`config.mk`:
```
export PLATFORM = sky130hd
export DESIGN_NAME = spike_rejecting_moving_average_unit
export DESIGN_NICKNAME = d
export VERILOG_FILES = /design/src/srma_pkg.sv /design/src/spike_rejecting_moving_average_unit.sv /design/src/srma_ram.sv /design/src/srma_div.sv
export SDC_FILE = /design/constraint.sdc
export NUM_CORES = 1
export LEC_CHECK = 0
export ABC_AREA = 1
export BUFFER_PORTS_ARGS = -buffer_cell sky130_fd_sc_hd__buf_4
export CORE_MARGIN = 2
export CORE_UTILIZATION = 65
export CTS_BUF_LIST = sky130_fd_sc_hd__clkbuf_4
export CTS_CLUSTER_SIZE = 30
export DETAILED_ROUTE_END_ITERATION = 10
export PLACE_DENSITY = 0.84
export REMOVE_ABC_BUFFERS = 1
export SYNTH_ARGS = -nofsm -noshare
export SYNTH_HDL_FRONTEND = slang
export SYNTH_SLANG_ARGS = --single-unit
```
`constraint.sdc`:
```
create_clock -name clk_i -period 7.6 [get_ports clk_i]
set_input_delay 0.38 -clock clk_i [delete_from_list [all_inputs] [get_ports clk_i]]
set_output_delay 0.38 -clock clk_i [all_outputs]
set_load 0.02 [all_outputs]
```
`src/srma_pkg.sv`:
```
// ---------------------------------------------------------------------------
// srma_pkg: shared definitions for the spike rejecting moving average
// Data widths, register map, reset values and divider status type.
// ---------------------------------------------------------------------------
`default_nettype none

package srma_pkg;

  localparam int unsigned DATA_W      = 16;  // sample, average, threshold
  localparam int unsigned MOD_W       = 17;  // modulus, sample limit + 1
  localparam int unsigned WINDOW_DEF  = 8;
  localparam int unsigned APB_DW      = 32;
  localparam int unsigned APB_AW      = 3;

  // register indexes (byte address = 4 * index)
  localparam logic REG_SPIKE_THRESHOLD = 1'b0;
  localparam logic REG_SAMPLE_LIMIT    = 1'b1;

  localparam logic [DATA_W-1:0] THRESHOLD_RST = 16'd256;
  localparam logic [DATA_W-1:0] MAX_VALUE_RST = 16'd4095;

  typedef struct packed {
    logic busy;
    logic done;
  } srma_div_sts_t;

endpackage

`default_nettype wire

```
`src/spike_rejecting_moving_average_unit.sv`:
```
// Steps for an accepted sample: modulo reduction in the divider, spike check, sum
// update, average division, result. A rejected sample goes from the check to the result.
// One sample at a time: the next input beat can be taken in the cycle the result shows,
// so no new sample enters before the last is through; an output stall holds the unit.
// Reset: running sum, fill count and average cleared; threshold 256, max 4095.
// ---------------------------------------------------------------------------
// spike_rejecting_moving_average_unit: moving average with spike rejection
// Samples reduced modulo max+1, compared against the average, accepted ones kept in a ring.
// ---------------------------------------------------------------------------
`default_nettype none

module spike_rejecting_moving_average_unit #(
  parameter int unsigned WINDOW = srma_pkg::WINDOW_DEF
) (
  input  wire logic                          clk_i,
  input  wire logic                          rst_ni,
  // input channel
  input  wire logic                          in_valid_i,
  output logic                               in_stall_o,
  input  wire logic [srma_pkg::DATA_W-1:0]   raw_sample_i,
  // output channel
  output logic                               out_valid_o,
  input  wire logic                          out_stall_i,
  output logic      [srma_pkg::DATA_W-1:0]   average_o,
  output logic                               rejected_o,
  // configuration
  input  wire logic                          psel,
  input  wire logic                          penable,
  input  wire logic                          pwrite,
  input  wire logic [srma_pkg::APB_AW-1:0]   paddr,
  input  wire logic [srma_pkg::APB_DW-1:0]   pwdata,
  output logic      [srma_pkg::APB_DW-1:0]   prdata,
  output logic                               pready
);
  import srma_pkg::*;

  localparam int unsigned IDX_W  = $clog2(WINDOW);
  localparam int unsigned CNT_W  = $clog2(WINDOW + 1);
  localparam int unsigned SUM_W  = DATA_W + $clog2(WINDOW);
  localparam int unsigned STEP_W = $clog2(SUM_W + 1);

  localparam logic [2:0] S_IDLE = 3'd0;
  localparam logic [2:0] S_MOD  = 3'd1;
  localparam logic [2:0] S_CHK  = 3'd2;
  localparam logic [2:0] S_ADD  = 3'd3;
  localparam logic [2:0] S_AVGS = 3'd4;
  localparam logic [2:0] S_AVG  = 3'd5;
  localparam logic [2:0] S_DONE = 3'd6;

  logic [2:0]        state_q, state_d;
  logic [DATA_W-1:0] thr_q, max_q;
  logic [IDX_W-1:0]  slot_q, slot_d, slot_nxt;
  logic [CNT_W-1:0]  fill_q, fill_d;
  logic [SUM_W-1:0]  sum_q, sum_d;
  logic [DATA_W-1:0] avg_q, avg_d;
  logic [DATA_W-1:0] s_q, s_d;
  logic              rej_q, rej_d;
  logic              out_valid_q, out_valid_d;
  logic [DATA_W-1:0] out_avg_q, out_avg_d;
  logic              out_rej_q, out_rej_d;

  logic              in_beat;
  logic              cfg_wr;
  logic              full;
  logic              reject;
  logic [DATA_W:0]   hi_lim;
  logic [DATA_W-1:0] old_smp;

  logic              ram_we, ram_re;
  logic [DATA_W-1:0] ram_rdata;

  logic              div_start;
  logic [SUM_W-1:0]  div_dvd;
  logic [MOD_W-1:0]  div_dvs;
  logic [STEP_W-1:0] div_steps;
  srma_div_sts_t     div_sts;
  logic [SUM_W-1:0]  div_quo;
  logic [MOD_W-1:0]  div_rem;

  // ---- configuration port
  assign pready = 1'b1;
  assign cfg_wr = psel && penable && pwrite;

  always_comb begin
    unique case (paddr[2])
      REG_SPIKE_THRESHOLD: prdata = {{(APB_DW-DATA_W){1'b0}}, thr_q};
      REG_SAMPLE_LIMIT:    prdata = {{(APB_DW-DATA_W){1'b0}}, max_q};
      default:             prdata = '0;
    endcase
  end

  always_ff @(posedge clk_i or negedge rst_ni) begin
    if (!rst_ni) begin
      thr_q <= THRESHOLD_RST;
      max_q <= MAX_VALUE_RST;
    end else if (cfg_wr) begin
      unique case (paddr[2])
        REG_SPIKE_THRESHOLD: thr_q <= pwdata[DATA_W-1:0];
        REG_SAMPLE_LIMIT:    max_q <= pwdata[DATA_W-1:0];
        default: ;
      endcase
    end
  end

  // ---- datapath
  assign in_stall_o = (state_q != S_IDLE);
  assign in_beat    = in_valid_i && !in_stall_o;
  assign slot_nxt   = (slot_q == IDX_W'(WINDOW - 1)) ? '0 : slot_q + IDX_W'(1);
  assign full       = (fill_q == CNT_W'(WINDOW));
  // slots past the fill count were never written, so zero is used in place of the read
  assign old_smp    = full ? ram_rdata : '0;
  assign hi_lim     = {1'b0, avg_q} + {1'b0, thr_q};

  always_comb begin
    reject = 1'b0;
    if (full) begin
      if ((avg_q >= thr_q) && (s_q < avg_q - thr_q)) begin
        reject = 1'b1;
      end else if ({1'b0, s_q} > hi_lim) begin
        reject = 1'b1;
      end
    end
  end

  always_comb begin
    state_d     = state_q;
    slot_d      = slot_q;
    fill_d      = fill_q;
    sum_d       = sum_q;
    avg_d       = avg_q;
    s_d         = s_q;
    rej_d       = rej_q;
    out_valid_d = out_valid_q && out_stall_i;
    out_avg_d   = out_avg_q;
    out_rej_d   = out_rej_q;
    ram_we      = 1'b0;
    ram_re      = 1'b0;
    div_start   = 1'b0;
    div_dvd     = {raw_sample_i, {(SUM_W-DATA_W){1'b0}}};
    div_dvs     = {1'b0, max_q} + MOD_W'(1);
    div_steps   = STEP_W'(DATA_W);

    unique case (state_q)
      S_IDLE: begin
        if (in_beat) begin
          div_start = 1'b1;
          ram_re    = 1'b1;
          state_d   = S_MOD;
        end
      end
      S_MOD: begin
        if (div_sts.done) begin
          s_d     = div_rem[DATA_W-1:0];
          state_d = S_CHK;
        end
      end
      S_CHK: begin
        if (reject) begin
          rej_d   = 1'b1;
          state_d = S_DONE;
        end else begin
          rej_d   = 1'b0;
          ram_we  = 1'b1;
          slot_d  = slot_nxt;
          fill_d  = full ? fill_q : fill_q + CNT_W'(1);
          sum_d   = sum_q - SUM_W'(old_smp);
          state_d = S_ADD;
        end
      end
      S_ADD: begin
        sum_d   = sum_q + SUM_W'(s_q);
        state_d = S_AVGS;
      end
      S_AVGS: begin
        div_start = 1'b1;
        div_dvd   = sum_q;
        div_dvs   = MOD_W'(fill_q);
        div_steps = STEP_W'(SUM_W);
        state_d   = S_AVG;
      end
      S_AVG: begin
        if (div_sts.done) begin
          avg_d   = div_quo[DATA_W-1:0];
          state_d = S_DONE;
        end
      end
      S_DONE: begin
        if (!out_valid_q || !out_stall_i) begin
          out_valid_d = 1'b1;
          out_avg_d   = avg_q;
          out_rej_d   = rej_q;
          state_d     = S_IDLE;
        end
      end
      default: state_d = S_IDLE;
    endcase
  end

  always_ff @(posedge clk_i or negedge rst_ni) begin
    if (!rst_ni) begin
      state_q     <= S_IDLE;
      slot_q      <= IDX_W'(WINDOW - 1);
      fill_q      <= '0;
      sum_q       <= '0;
      avg_q       <= '0;
      out_valid_q <= 1'b0;
    end else begin
      state_q     <= state_d;
      slot_q      <= slot_d;
      fill_q      <= fill_d;
      sum_q       <= sum_d;
      avg_q       <= avg_d;
      out_valid_q <= out_valid_d;
    end
  end

  always_ff @(posedge clk_i) begin
    s_q       <= s_d;
    rej_q     <= rej_d;
    out_avg_q <= out_avg_d;
    out_rej_q <= out_rej_d;
  end

  assign out_valid_o = out_valid_q;
  assign average_o   = out_avg_q;
  assign rejected_o  = out_rej_q;

  // ---- sample ring
  srma_ram #(
    .WIDTH (DATA_W),
    .DEPTH (WINDOW)
  ) u_ring (
    .clk_i   (clk_i),
    .we_i    (ram_we),
    .waddr_i (slot_nxt),
    .wdata_i (s_q),
    .re_i    (ram_re),
    .raddr_i (slot_nxt),
    .rdata_o (ram_rdata)
  );

  // ---- shared serial divider: modulo first, then average
  srma_div #(
    .DVD_W  (SUM_W),
    .DVS_W  (MOD_W),
    .STEP_W (STEP_W)
  ) u_div (
    .clk_i       (clk_i),
    .rst_ni      (rst_ni),
    .start_i     (div_start),
    .dividend_i  (div_dvd),
    .divisor_i   (div_dvs),
    .steps_i     (div_steps),
    .sts_o       (div_sts),
    .quotient_o  (div_quo),
    .remainder_o (div_rem)
  );

`ifndef NO_ASSERTIONS
  a_fill_bound: assert property (@(posedge clk_i) disable iff (!rst_ni)
    fill_q <= CNT_W'(WINDOW))
    else $error("fill count beyond window");

  a_div_done_owner: assert property (@(posedge clk_i) disable iff (!rst_ni)
    div_sts.done |-> (state_q == S_MOD || state_q == S_AVG))
    else $error("divider finished outside a wait state");

  a_start_idle_div: assert property (@(posedge clk_i) disable iff (!rst_ni)
    div_start |-> !div_sts.busy)
    else $error("divider restarted while busy");

  a_result_from_done: assert property (@(posedge clk_i) disable iff (!rst_ni)
    $rose(out_valid_q) |-> $past(state_q) == S_DONE)
    else $error("result beat raised outside completion state");

  a_reject_only_full: assert property (@(posedge clk_i) disable iff (!rst_ni)
    (state_q == S_CHK && !full) |=> state_q == S_ADD)
    else $error("sample rejected before window filled");
`endif

endmodule

`default_nettype wire

```
`src/srma_ram.sv`:
```
// ---------------------------------------------------------------------------
// srma_ram: generic single write port RAM
// One write and one registered read per cycle.
// ---------------------------------------------------------------------------
`default_nettype none

module srma_ram #(
  parameter int unsigned WIDTH = 16,
  parameter int unsigned DEPTH = 8
) (
  input  wire logic                     clk_i,
  input  wire logic                     we_i,
  input  wire logic [$clog2(DEPTH)-1:0] waddr_i,
  input  wire logic [WIDTH-1:0]         wdata_i,
  input  wire logic                     re_i,
  input  wire logic [$clog2(DEPTH)-1:0] raddr_i,
  output logic      [WIDTH-1:0]         rdata_o
);

  logic [WIDTH-1:0] mem_q [DEPTH];
  logic [WIDTH-1:0] rdata_q;

  always_ff @(posedge clk_i) begin
    if (we_i) begin
      mem_q[waddr_i] <= wdata_i;
    end
    if (re_i) begin
      rdata_q <= mem_q[raddr_i];
    end
  end

  assign rdata_o = rdata_q;

endmodule

`default_nettype wire

```
`src/srma_div.sv`:
```
// ---------------------------------------------------------------------------
// srma_div: bit-serial restoring divider
// Dividend is loaded left aligned and shifted out one bit per cycle.
// ---------------------------------------------------------------------------
`default_nettype none

module srma_div #(
  parameter int unsigned DVD_W  = 19,
  parameter int unsigned DVS_W  = 17,
  parameter int unsigned STEP_W = 5
) (
  input  wire logic                 clk_i,
  input  wire logic                 rst_ni,
  input  wire logic                 start_i,
  input  wire logic [DVD_W-1:0]     dividend_i,
  input  wire logic [DVS_W-1:0]     divisor_i,
  input  wire logic [STEP_W-1:0]    steps_i,
  output srma_pkg::srma_div_sts_t   sts_o,
  output logic      [DVD_W-1:0]     quotient_o,
  output logic      [DVS_W-1:0]     remainder_o
);
  import srma_pkg::*;

  logic [DVD_W-1:0]  dvd_q;
  logic [DVS_W-1:0]  dvs_q;
  logic [DVS_W-1:0]  rem_q;
  logic [DVD_W-1:0]  quo_q;
  logic [STEP_W-1:0] cnt_q;
  logic              busy_q;
  logic              done_q;
  logic [DVS_W:0]    trial;
  logic [DVS_W:0]    diff;
  logic              ge;

  // remainder stays below the divisor, so one extra bit holds the trial
  always_comb begin
    trial = {rem_q, dvd_q[DVD_W-1]};
    diff  = trial - {1'b0, dvs_q};
    ge    = (trial >= {1'b0, dvs_q});
  end

  always_ff @(posedge clk_i or negedge rst_ni) begin
    if (!rst_ni) begin
      busy_q <= 1'b0;
      done_q <= 1'b0;
      cnt_q  <= '0;
    end else begin
      done_q <= busy_q && (cnt_q == STEP_W'(1));
      if (start_i) begin
        busy_q <= 1'b1;
        cnt_q  <= steps_i;
      end else if (busy_q) begin
        cnt_q <= cnt_q - STEP_W'(1);
        if (cnt_q == STEP_W'(1)) begin
          busy_q <= 1'b0;
        end
      end
    end
  end

  always_ff @(posedge clk_i) begin
    if (start_i) begin
      dvd_q <= dividend_i;
      dvs_q <= divisor_i;
      rem_q <= '0;
      quo_q <= '0;
    end else if (busy_q) begin
      dvd_q <= {dvd_q[DVD_W-2:0], 1'b0};
      rem_q <= ge ? diff[DVS_W-1:0] : trial[DVS_W-1:0];
      quo_q <= {quo_q[DVD_W-2:0], ge};
    end
  end

  assign sts_o.busy  = busy_q;
  assign sts_o.done  = done_q;
  assign quotient_o  = quo_q;
  assign remainder_o = rem_q;

endmodule

`default_nettype wire

```
# After elaboration in Yosys (flattened, before gate mapping)
# Memories as Yosys holds them, arrays and structs flattened. A register that Yosys moved wholly into a read port is not among the register bits.
# Index checks and enable logic that the tools add are counted.
[word_totals]
ff_bits = 188
latch_bits = 0
mem_bits_rw = 128
romBits = 0
input_bits = 58
out_inout_bits = 52
wordCells = 109
n_memories = 1
[mem_list]
columns = ["memory", "words", "width", "read_ports", "rd_clocked_by_memory_dff", "write_ports", "line", "source"]
rows = [
  ["u_ring.mem_q", 8, 16, 1, 1, 1, "srma_ram.sv:20", "logic [WIDTH-1:0] mem_q [DEPTH];"],
]
[op_classes]
n_addsub = 9
n_mul = 0
div = 0
n_lt_le_gt_ge = 4
n_eq_ne = 14
shift = 0
mux = 35
bitwise = 3
reduce_logical = 23
[ops]
columns = ["operator", "n"]
rows = [
  ["2-to-1 mux 19 bit", 4],
  ["one-hot mux 32 bit (2 select lines)", 1],
  ["one-hot mux 19 bit (2 select lines)", 1],
  ["one-hot mux 3 bit (7 select lines)", 1],
  ["adder 19 x 16 -> 19 bit", 1],
  ["subtractor 19 x 16 -> 19 bit", 1],
  [">= comparator 18 x 17 -> 1 bit", 1],
  ["2-to-1 mux 3 bit", 6],
  ["adder 16 x 1 -> 17 bit, second input constant", 1],
  ["adder 16 x 16 -> 17 bit", 1],
  ["> comparator 16 x 17 -> 1 bit", 1],
  ["2-to-1 mux 17 bit", 1],
  ["subtractor 17 bit", 1],
  [">= comparator 16 bit", 1],
  ["< comparator 16 bit", 1],
  ["2-to-1 mux 16 bit", 1],
  ["subtractor 16 bit", 1],
  ["2-to-1 mux 1 bit", 15],
  ["AND reduction 2 bit", 7],
  ["== test 3 bit, second input constant", 4],
  ["2-to-1 mux 5 bit", 2],
  ["== test 3 x 2 -> 1 bit, second input constant", 2],
  ["logical AND 1 bit", 6],
  ["!= test 2 bit, second input constant", 3],
  ["other kinds (18)", 24],
]

# Logic depth before layout (Yosys ltp)
# Gate-level depths: netlist (run 1).
[depth]
ltp_word = 9
depth_mapped = 27
ltp_nobuf = 27

# Hierarchy
# Synthesis (run 1) repeated with hierarchy kept, for this count alone.
[unflattened]
cells_unflattened = 2268
area_unflattened_um2 = 19098.3
[by_module_without_submodules]
columns = ["module", "instances", "cells_per_inst", "area_per_inst_um2", "seq_area_each_um2"]
rows = [
  ["spike_rejecting_moving_average_unit", 1, 1133, 8729.6, 2992.9],
  ["srma_ram", 1, 587, 6149.6, 4324.1],
  ["srma_div", 1, 548, 4219.0, 1976.9],
]

# Least setup slack after synthesis (run 1)
# OpenSTA, ideal clock, no wires.
[synth_timing]
path_kind = "reg-to-reg"
start = "register thr_q[0]"
end = "memory u_ring.mem_q[6][0] (enable)"
setup_time_ns = 0.409
arrival_time_ns = 4.176
required_time_ns = 7.191
path_slack_ns = 3.015
stages_incl_launch_ff = 23
n_path_buf = 1
synth_period_minus_slack_ns = 4.585
path_cell_list = "dfrtp_1 > ha_1 > fa_1 > nand3_1 > nand2_2 > nand3_2 > nand2_2 > a21oi_1 > o21ai_0 > a31oi_1 > xor2_1 > ha_1 > nand2_1 > nor4_1 > nand2_1 > nand3_1 > nor2_1 > nand2_1 > nand2_2 > nand2_4 > nand2_8 > buf_4 > nor3_1"
[synth_between]
elab_chain_cells = 9
word_cells_on_any_way = 13
cone_classes = "2 x add/sub; 3 x order compare; 7 x mux; 1 x reduce/logical"
[synth_rtl]
columns = ["element", "line", "source"]
rows = [
  ["start, declared", "spike_rejecting_moving_average_unit.sv:51", "logic [DATA_W-1:0] thr_q, max_q;"],
  ["start signal, assigned", "spike_rejecting_moving_average_unit.sv:98", "REG_SPIKE_THRESHOLD: thr_q <= pwdata[DATA_W-1:0];"],
  ["adder 16 x 16 -> 17 bit / subtractor 16 bit (equally long branches)", "spike_rejecting_moving_average_unit.sv:112, spike_rejecting_moving_average_unit.sv:117", ""],
  ["> comparator 16 x 17 -> 1 bit / < comparator 16 bit (equally long branches)", "spike_rejecting_moving_average_unit.sv:119, spike_rejecting_moving_average_unit.sv:117", ""],
  ["2-to-1 mux 1 bit / logical AND 1 bit (equally long branches)", "spike_rejecting_moving_average_unit.sv:119, spike_rejecting_moving_average_unit.sv:117", ""],
  ["2-to-1 mux 1 bit (*)", "spike_rejecting_moving_average_unit.sv:117", "if ((avg_q >= thr_q) && (s_q < avg_q - thr_q)) begin"],
  ["2-to-1 mux 1 bit (*)", "spike_rejecting_moving_average_unit.sv:116", "if (full) begin"],
  ["2-to-1 mux 1 bit (*)", "spike_rejecting_moving_average_unit.sv:158", "if (reject) begin"],
  ["2-to-1 mux 1 bit (*)", "spike_rejecting_moving_average_unit.sv:143", "unique case (state_q)"],
  ["2-to-1 mux 1 bit (*)", "srma_ram.sv:24", "if (we_i) begin"],
  ["2-to-1 mux 1 bit (not written as such) (*)", "srma_ram.sv:25", "mem_q[waddr_i] <= wdata_i;"],
  ["end, declared", "srma_ram.sv:20", ""],
]
# Mark *: on every way between the ends. The rest lies on a longest branch, timed or not.

# Worst setup path after layout (run 1)
[layout_timing]
start = "register thr_q[0]"
end = "memory u_ring.mem_q[3][10] (enable)"
# The elaborated chain is that of the path after synthesis.

==> summary by stage, run 1 <==
Drt
The total iterations of the first detailed-routing run is 8. The average wire per cell in the routed design is 18.3 µm. In the routed design, unresolved DRC markers number 0.

The uppermost layer routed is met5. The total wire length is between 40 and 50 mm. The detailed-route via count is between 10,000 and 15,000. In the detailed route, the total length drawn on met3 is ~3.3 mm. The detail route stage leaves a number of antenna-violating nets equal to 0.

After detailed routing, the wire length on met1 is around 18 mm. Summed over all nets, wire length on met2 after detailed routing comes to approximately 23 mm. The average vias per placed instance is approximately 5.8. In this run, the number of DRC markers left after iteration 0 of detailed routing was approximately 1,400.

Floorplanning
The floorplan step defined a die boundary enclosing between 0.02 and 0.03 mm². The initialized floorplan defines 60 standard-cell rows. The height of the chip is roughly 170 µm. The number of I/O pins is between 100 and 150. The core region area is approximately 0.027 mm². The chip width is 169 µm. The starting density of the core is approximately 66%.

Synth
The share of flip-flops with an asynchronous set or reset after synthesis is 25.6%. The largest total area in the synthesized netlist belongs to sky130_fd_sc_hd__edfxtp_1. The fraction of post-synthesis cell area in the top cell type by area is 36.1%. The flop and latch count out of synthesis is approximately 330. After synthesis, the netlist uses 51 different library cells.

Among all flip-flop cells after synthesis, the most frequent one is sky130_fd_sc_hd__edfxtp_1. Counting every instance in the synthesized netlist gives 1,942. The count of yosys warnings during synthesis is 0.

Yosys attributes the largest share of cell area to sky130_fd_sc_hd__edfxtp_1 36%, sky130_fd_sc_hd__dfrtp_1 9.7%, sky130_fd_sc_hd__nand2_1 7.8%. Sequential elements use 51.9% of the synthesized area. The average footprint of a synthesized cell is between 9 and 10 µm². After synthesis the cells add up to roughly 0.018 mm². In this run, synthesis inferred about 210 flip-flops with an integrated enable.

CTS
For the worst-skew pair, the clock arrives at the later sink with an insertion delay of 0.76 ns. TritonCTS built the clock tree. The maximum clock path buffer count is 3. After clock tree synthesis, the flow added hold-fix buffers numbering 31. The total clock buffers created by CTS is between 80 and 90. Post-CTS repair changed the size of 0 cells. The H-tree was split into 3 levels. The cell sitting at the root of the clock tree is a sky130_fd_sc_hd__clkbuf_4. The clock drives 332 sinks. The clock slew at the register clock pins of the worst setup and hold paths is 0.07 ns. The buffer count from post-CTS setup fixing is 0.

Hold path
The startpoint of the worst hold path is in_valid_i. The worst hold-check path type is in -> reg.

Setup path
In this design, the stage delay of the slowest critical-path cell is roughly 0.65 ns. The type of element capturing the critical path is a flip-flop. The type of the setup path with the least slack is reg -> reg. The critical register-to-register path startpoint is thr_q[0]$_DFFE_PN0P_. Walking the worst path, the cells encountered are ha_1 -> fa_1 -> nand3b_1 -> nand2_1 -> nand2_1 -> nand3_1 -> a21oi_1 -> o21ai_0 -> xor2_1 -> ha_1 -> nand2_1 -> inv_1 -> nand3_1 -> nor3_1 -> nand2_1 -> nand3_1 -> nand2_2 -> nand2_4 -> nand2_8 -> nor3_2 -> buf_4.

The launch point of the critical path is thr_q[0]$_DFFE_PN0P_. The required time of the critical path is about 8 ns. The maximum fanout count along the critical path is 35. The register-to-register setup slack is between 2 and 3 ns. The worst setup path is launched from a flip-flop. Grouping stages by cell kind, the critical path spends the most delay in simple AND/OR/NAND/NOR gates. Counting stages on the worst path, the most repeated cell is sky130_fd_sc_hd__nand2_1. The cell with the largest stage delay on the worst path is sky130_fd_sc_hd__nor3_2. The data arrival time of the critical path is between 5 and 6 ns. The number of buffer and inverter stages on the critical path is 2.

GRT
The via count of the first global-routing pass was approximately 14,000. The largest net degree at the start of global routing is 70. The initial antenna violation count is 4. Global routing consumed, over all layers together, 32.5% of the routing resources. The aggregate global routing overflow is 0.

The first-pass GRT wire length is slightly above 70 mm.

Layout
The utilization after layout is between 70% and 80%. The fraction of final layout cells sized beyond drive strength 1 is between 10% and 20%. The number of nets at the end of the flow is ~2,300. Relative to the synthesized area, the layout overhead comes to 13.0%.

Place
The HPWL after detailed placement is 30.2 mm. The count of buffers added on input and output ports is 74. The weighted congestion reported at the end of routability-driven placement is 0.939.

Prior to clock tree synthesis, the placed netlist has a worst setup slack of about 2.8 ns.

STA
Setup repair after global routing left no endpoint under its margin. Setup violations remaining at the end of the flow were counted as 0. The clock skew after layout is roughly 0.077 ns.

The final hold violation count came to 0. Setup slack closes at 2.76 ns. The minimum clock period is a little under 5 ns.

At the pin with the least slew margin, the transition time is about 1.1 ns. The final max-slew violation count is 0. For this run, the top clock speed supported by timing is roughly 0.21 GHz. Headroom to the max-slew limit came out at a little under a quarter. Hold timing on the final database bottoms out at a slack of between 0.02 and 0.03 ns. The final critical-path share of the clock period is between 60% and 70%. The sum of negative setup slack is 0 ns.

Run status
The run finished with clean final reports.

Power
The areal power density over the cells is ~290 mW/mm². The maximum vdd ir drop is slightly below 200 µV. The analysis attributes to cell leakage a power of 0.00916 µW.

Run
The max-capacitance violation count is 0.
-- worst reg2reg max path: cells and delay by family, from the launching register on --
| kind | cells | cell delay, ns |
|---|---|---|
| xor+xnor | 1 | 0.09 |
| buf+inv | 2 | 0.39 |
| flops | 1 | 0.45 |
| compound gates | 2 | 0.35 |
| fa+ha+maj | 3 | 0.95 |
| simple gates | 13 | 2.24 |
-- worst paths after layout --
path / to / cells after the start
setup reg to reg: u_ring.mem_q[3][10]$_DFFE_PP_ / 21
hold / removal: state_q[2]$_DFFE_PN0P_ / 4
min in group asynchronous: thr_q[3]$_DFFE_PN0P_ / 2
hold reg to reg: rejected_o$_DFFE_PP_ / 0
max in group asynchronous: fill_q[1]$_DFFE_PN0P_ / 3
setup / recovery: u_ring.mem_q[3][10]$_DFFE_PP_ / 21
-- metrics by stage --
step                cell area, µm²  instances  power (µW)
floorplan                    17400       1874        3610
global placement             18600       2307        4090
detailed placement           18600       2307        4150
CTS                          20100       2498        5790
global route                 20100       2499        6150
finish                       20100       2501        5790
-- kinds of logic after synthesis --
kind of cell	count (synthesis)	share of synthesized area (%)
buffers and inverters	272	6.31
other	2	0.0422
adder cells (fa/ha/maj)	110	7.90
multiplexers	14	0.886
AND/OR/NAND/NOR	752	17.5
AO/OA/AOI/OAI	408	12.9
XOR/XNOR	52	2.56
flip-flops	332	51.9
-- Yosys cell counts, types with 20 or more instances --
cell	number
sky130_fd_sc_hd__dfxtp_1	33
sky130_fd_sc_hd__inv_1	177
sky130_fd_sc_hd__nand3_1	81
sky130_fd_sc_hd__xor2_1	46
sky130_fd_sc_hd__nor3_1	20
sky130_fd_sc_hd__clkbuf_1	47
sky130_fd_sc_hd__edfxtp_1	214
sky130_fd_sc_hd__ha_1	106
sky130_fd_sc_hd__a21oi_1	109
sky130_fd_sc_hd__dfrtp_1	69
sky130_fd_sc_hd__nand2_1	369
sky130_fd_sc_hd__buf_4	21
sky130_fd_sc_hd__o21ai_0	193
sky130_fd_sc_hd__nor2_1	229
-- flip-flops by register name, summed over array words and instances, names as in the netlist, 17 cells and up --
name,flops
sum_q,19
u_div.dvs_q,17
u_ring.mem_q,128
u_div.dvd_q,19
u_div.remainder_o,17
-- area by class of cell --
class	instances	area (µm²)
Sequential cell	332	9230
Multi-Input combinational cell	1353	7550
Fill cell	1953	6850
Clock buffer	137	1030
Timing Repair Buffer	123	1000
Inverter	189	709
Tap cell	341	427
Clock inverter	23	146
Antenna cell	3	7.51
-- placed cells by master, fill, tap and decap left out, types with 17 or more instances in the layout --
cell,instances
sky130_fd_sc_hd__o21ai_0,193
sky130_fd_sc_hd__clkinv_1,18
sky130_fd_sc_hd__xor2_1,46
sky130_fd_sc_hd__a21oi_1,108
sky130_fd_sc_hd__conb_1,17
sky130_fd_sc_hd__ha_1,106
sky130_fd_sc_hd__a31oi_1,19
sky130_fd_sc_hd__dfrtp_1,69
sky130_fd_sc_hd__edfxtp_1,214
sky130_fd_sc_hd__dlygate4sd3_1,31
sky130_fd_sc_hd__clkbuf_4,137
sky130_fd_sc_hd__dfxtp_1,33
sky130_fd_sc_hd__nor2_1,227
sky130_fd_sc_hd__nand3_1,81
sky130_fd_sc_hd__inv_1,176
sky130_fd_sc_hd__buf_4,92
sky130_fd_sc_hd__nand2_1,369
-- per-layer routing --
layer  up-vias  GRT usage, %
met4         4          12.6
li1       6948             -
met5         -             0
met1      6874          41.2
met3       118          6.06
met2       602          55.7
-- power by group --
group	leakage, µW	internal (µW)	switching [µW]
Sequential	0.00332	2190	175
Clock	0.000696	861	767
Combinational	0.00514	599	1200
(Power assumes the default switching activity.)
==> inputs of run 2 (changes only) <==
- ABC_AREA: 1 -> 0
- CORE_UTILIZATION: 65 -> 63
- PLACE_DENSITY: 0.84 -> 0.82
- clock period: 7.6 -> 4.69 ns (I/O delays scaled with it)
==> run 2 against run 1 <==
The flow now finishes with violations (negative setup slack). Clock power grew 58%. Synthesized cell count shrank 22%. Worst setup slack lost 2.8 ns. Critical path type unchanged. Hold slack gained 0.028 ns. Sequential share of layout area shrank 1.5 points. Count of clock-buffer cells in the layout shrank 7. Largest cell class unchanged. Wire length shrank 5.8%. Flip-flop and latch count is the same. Register-to-register slack lost 2.8 ns. Critical path depth grew 2. Die area grew 1.6%.
==> summary by stage, run 2 <==
GRT
The largest net degree at the start of global routing was 55 (-21%). The met1 demand-to-capacity share in global routing is 35.5% (-5.8 points). The initial antenna violation count is 4 (unchanged). The first-pass GRT wire length was 65.5 mm (-10%). The global routing met2 resource utilization was 49.6% (-6.1 points). The aggregate global routing overflow is 0 (unchanged). The global-route usage over all layers was 28.9% (-3.6 points). The met3 track demand over resource is 5.57% (-0.49 points). The most used routing layer is met2. The via count of the first global-routing pass is 13,065 (-9.3%).

Layout
The number of flip-flops under the largest register name is 128 (unchanged). The footprint of the multi-input gates is 0.00802 mm² (+6.3%). Counting flops per register, the top entry is u_ring.mem_q. In the final layout, the registers with the most flip-flops are u_ring.mem_q (128), sum_q (19), u_div.dvd_q (19). The fraction of final layout cells sized beyond drive strength 1 is 25.7% (+11 points). Relative to the synthesized area, the layout overhead comes to 18.7%. In the layout the commonest cells are 214 x sky130_fd_sc_hd__edfxtp_1, 143 x sky130_fd_sc_hd__nand2_1, 135 x sky130_fd_sc_hd__buf_4. The sequential cell area is 0.00924 mm² (about the same).

The number of nets at the end of the flow came to 1,895 (-16%). The filler cell count was 1,737 (-11%). The filler-free cell count of the finished design came to 2,176 (-13%).

Leaving out fill and tap cells, the most frequent cell in the layout is sky130_fd_sc_hd__edfxtp_1.

Floorplanning
The floorplan die area came to 0.0292 mm² (+1.6%). The core region area is 0.0276 mm² (+2.2%). The number of I/O pins is 110 (unchanged).

The row count is 61 (+1.7%). The starting density of the core is 63.6% (-2.4 points). The chip width is 171 µm (+0.78%). The height of the chip is 171 µm (+0.78%).

CTS
The number of H-tree levels is 3 (unchanged). The CTS tree is yes. The total clock buffers created by CTS is 82 (-3.5%). The count of clock tree sinks is 332 (unchanged). The cell chosen for the clock root is sky130_fd_sc_hd__clkbuf_4. The clock insertion delay at the later pin of the skew report is 0.75 ns (about the same). The clock slew at the register clock pins of the worst setup and hold paths is 0.07 ns (about the same). The maximum clock path buffer count is 3 (unchanged).

STA
The worst max-slew margin expressed relative to the limit is 12.4% (-11 points). The final-report setup violation count came to 3 (+3). The final hold violation count is 0 (unchanged). The upper clock frequency limit is 0.213 GHz (+3.0%). The final critical-path share of the clock period is 100% (+36 points). The worst setup margin is -0.00624 ns (-2.77 ns).

The final max-slew violation count is 0 (unchanged). The clock skew after layout was 0.0794 ns (+0.00236 ns). The measured slew at the worst slew-check pin is 1.31 ns (+0.167 ns). The hold slack is 0.0535 ns (+0.0277 ns). The minimum clock period is 4.70 ns (-0.142 ns).

Setup repair after global routing could not meet its margin everywhere.

Synth
The average footprint of a synthesized cell is 11.5 µm² (+26%). The share of flip-flops with an asynchronous set or reset after synthesis came to 25.6% (unchanged). The cell taking the most area after synthesis is sky130_fd_sc_hd__edfxtp_1. The cell with the most instances after synthesis is sky130_fd_sc_hd__edfxtp_1. The flop and latch count out of synthesis was 332 (unchanged).

The post-synthesis cell count is 1,517 (-22%). Sorting the synthesized cells by area gives the leading types as sky130_fd_sc_hd__edfxtp_1 37%, sky130_fd_sc_hd__dfrtp_1 9.9%, sky130_fd_sc_hd__ha_1 7.6%. The count of yosys warnings during synthesis is 0 (unchanged).

The number of distinct library cells after synthesis is 73 (+43%). The fraction of post-synthesis cell area in the top cell type by area is 36.7% (+0.56 points). For this run, the leading register cell type out of synthesis is sky130_fd_sc_hd__edfxtp_1.

The netlist area before placement is 0.0175 mm² (-1.5%). The number of enable-type register cells in the synthesized netlist is 214 (unchanged). The sequential share of the synthesized area came to 52.7% (+0.81 points).

Sorting the synthesized cells by how often they occur yields 214 x sky130_fd_sc_hd__edfxtp_1, 145 x sky130_fd_sc_hd__nand2_1, 119 x sky130_fd_sc_hd__nor2_1.

Place
The number of buffers added on ports is 74 (unchanged). The post-placement cell count is 1,966 (-15%). The weighted congestion reported at the end of routability-driven placement was 0.897 (-4.5%). The HPWL after detailed placement came to 27.9 mm (-7.8%).

Power
The maximum vdd ir drop was 327 µV (+66%). The overall power consumption is 11,800 µW (+100%). The leakage power came to 0.00855 µW (-6.7%). The areal power density over the cells is 569 mW/mm² (+98%).

Setup path
The data arrival time of the critical path came to 5.09 ns (-0.13 ns). The required time of the critical path was 5.09 ns (-2.89 ns). The type of the setup path with the least slack is reg -> reg. The last element of the critical path is u_ring.mem_q[4][13]$_DFFE_PP_. The launch point of the critical path is thr_q[1]$_DFFE_PN0P_. The startpoint identified for the worst register-to-register timing path is thr_q[1]$_DFFE_PN0P_. The type of element capturing the critical path is a flip-flop.

The depth of the worst register-to-register path was 23 (+9.5%). The startpoint type of the worst setup path is a flip-flop. The register-to-register setup slack was -0.006 ns (-2.77 ns). The maximum fanout count along the critical path is 6 (-83%). The worst flop-to-flop path endpoint is u_ring.mem_q[4][13]$_DFFE_PP_.

Drt
The total iterations of the first detailed-routing run is 6 (-2). The number of routed nets with antenna violations is 0 (unchanged). The average wire per cell in the routed design came to 19.8 µm (+8.2%). The count of unresolved DRC violations after routing is 0 (unchanged). The detailed-route via count was 12,932 (-11%). The number of DRC markers in iteration 0 is 1,087 (-23%). The average vias per placed instance is 5.94 (+2.2%).

The total wire length is 43.1 mm (-5.8%).

Run status
The flow ran to the end, but the final reports show violations. The checks that failed: negative setup slack.

Hold path
The min-delay analysis places its worst path in the category in -> async.

Run
The max-capacitance violation count came to 0 (unchanged).
[run 2: layer usage]
layer | share of wire [%] | vias up
li1 | - | 5957
met5 | 0.035 | -
met2 | 50 | 541
met4 | 4.1 | 2
met1 | 39 | 6298
met3 | 7.0 | 134
[run 2: how the worst min path moves through the flow]
stage,start,endpoint,depth (start not counted)
after CTS,rst_ni,fill_q[3]$_DFFE_PN0P_,2
after global routing,rst_ni,fill_q[3]$_DFFE_PN0P_,2
after global placement,rst_ni,fill_q[0]$_DFFE_PN0P_,1
after detailed placement,rst_ni,sum_q[0]$_DFFE_PN0P_,1
final,rst_ni,fill_q[3]$_DFFE_PN0P_,2
after floorplan,rst_ni,avg_q[0]$_DFFE_PN0P_,0
[run 2: stage by stage]
stage                     util (%)  setup TNS (ns)  cell area, µm²  worst slack [ns]
final                         75.5         -0.0175           20800          -0.00624
after global routing          75.5          -27.46           20800            -0.280
after CTS                     73.9               0           20300          0.000517
after detailed placement      68.1           -7.81           18800            -0.112
after global placement        68.1          -0.705           18800           -0.0316
after floorplan                  -          -87.16           17200             -1.12
[run 2: what timing repair did]
item,CTS,global route
pin swaps,7,15
setup endpoints to repair,133,152
gates cloned,2,3
buffers inserted,2,14
hold buffers,34,0
resized for setup,12,65
endpoints found under the hold margin,88,0
[run 2: report_power, final]
part           internal [µW]  leakage, µW  switching (µW)
combinational           2280      0.00463            2790
clock                   1380     0.000670            1210
sequential              3730      0.00324             457
total                   7390      0.00855            4460
[run 2: worst max-delay path, stage by stage, from the launching register on]
cell	delay, ns
sky130_fd_sc_hd__dfrtp_1	0.39
sky130_fd_sc_hd__inv_2	0.07
sky130_fd_sc_hd__ha_4	0.28
sky130_fd_sc_hd__inv_2	0.03
sky130_fd_sc_hd__a21oi_2	0.13
sky130_fd_sc_hd__nor2_2	0.06
sky130_fd_sc_hd__o21bai_2	0.17
sky130_fd_sc_hd__a211oi_2	0.11
sky130_fd_sc_hd__o41ai_2	0.42
sky130_fd_sc_hd__o31ai_2	0.13
sky130_fd_sc_hd__buf_4	0.15
sky130_fd_sc_hd__xnor2_2	0.12
sky130_fd_sc_hd__ha_1	0.32
sky130_fd_sc_hd__a21o_1	0.16
sky130_fd_sc_hd__a221o_1	0.35
sky130_fd_sc_hd__a221oi_2	0.27
sky130_fd_sc_hd__o21ai_2	0.10
sky130_fd_sc_hd__o211ai_2	0.08
sky130_fd_sc_hd__a21oi_2	0.11
sky130_fd_sc_hd__nor2b_4	0.22
sky130_fd_sc_hd__nand2_4	0.11
sky130_fd_sc_hd__buf_12	0.16
sky130_fd_sc_hd__nor3b_4	0.24
sky130_fd_sc_hd__buf_6	0.17
[run 2: area by class of cell]
type / count / area share [%]
tap: 378 / 2.27
clock inverter: 23 / 0.752
timing repair buffer: 191 / 8.02
multi-input combinational: 1050 / 38.6
inverter: 70 / 1.26
clock buffer: 130 / 4.69
sequential: 332 / 44.4
antenna: 2 / 0.0241
[run 2: kinds of logic after synthesis]
group | Yosys count | share of synthesized area (%)
compound gates | 289 | 10.3
xor+xnor | 85 | 4.25
fa+ha+maj | 110 | 8.03
buf+inv | 150 | 3.76
flops | 332 | 52.7
mux | 122 | 9.67
other cells | 2 | 0.0429
simple gates | 427 | 11.2
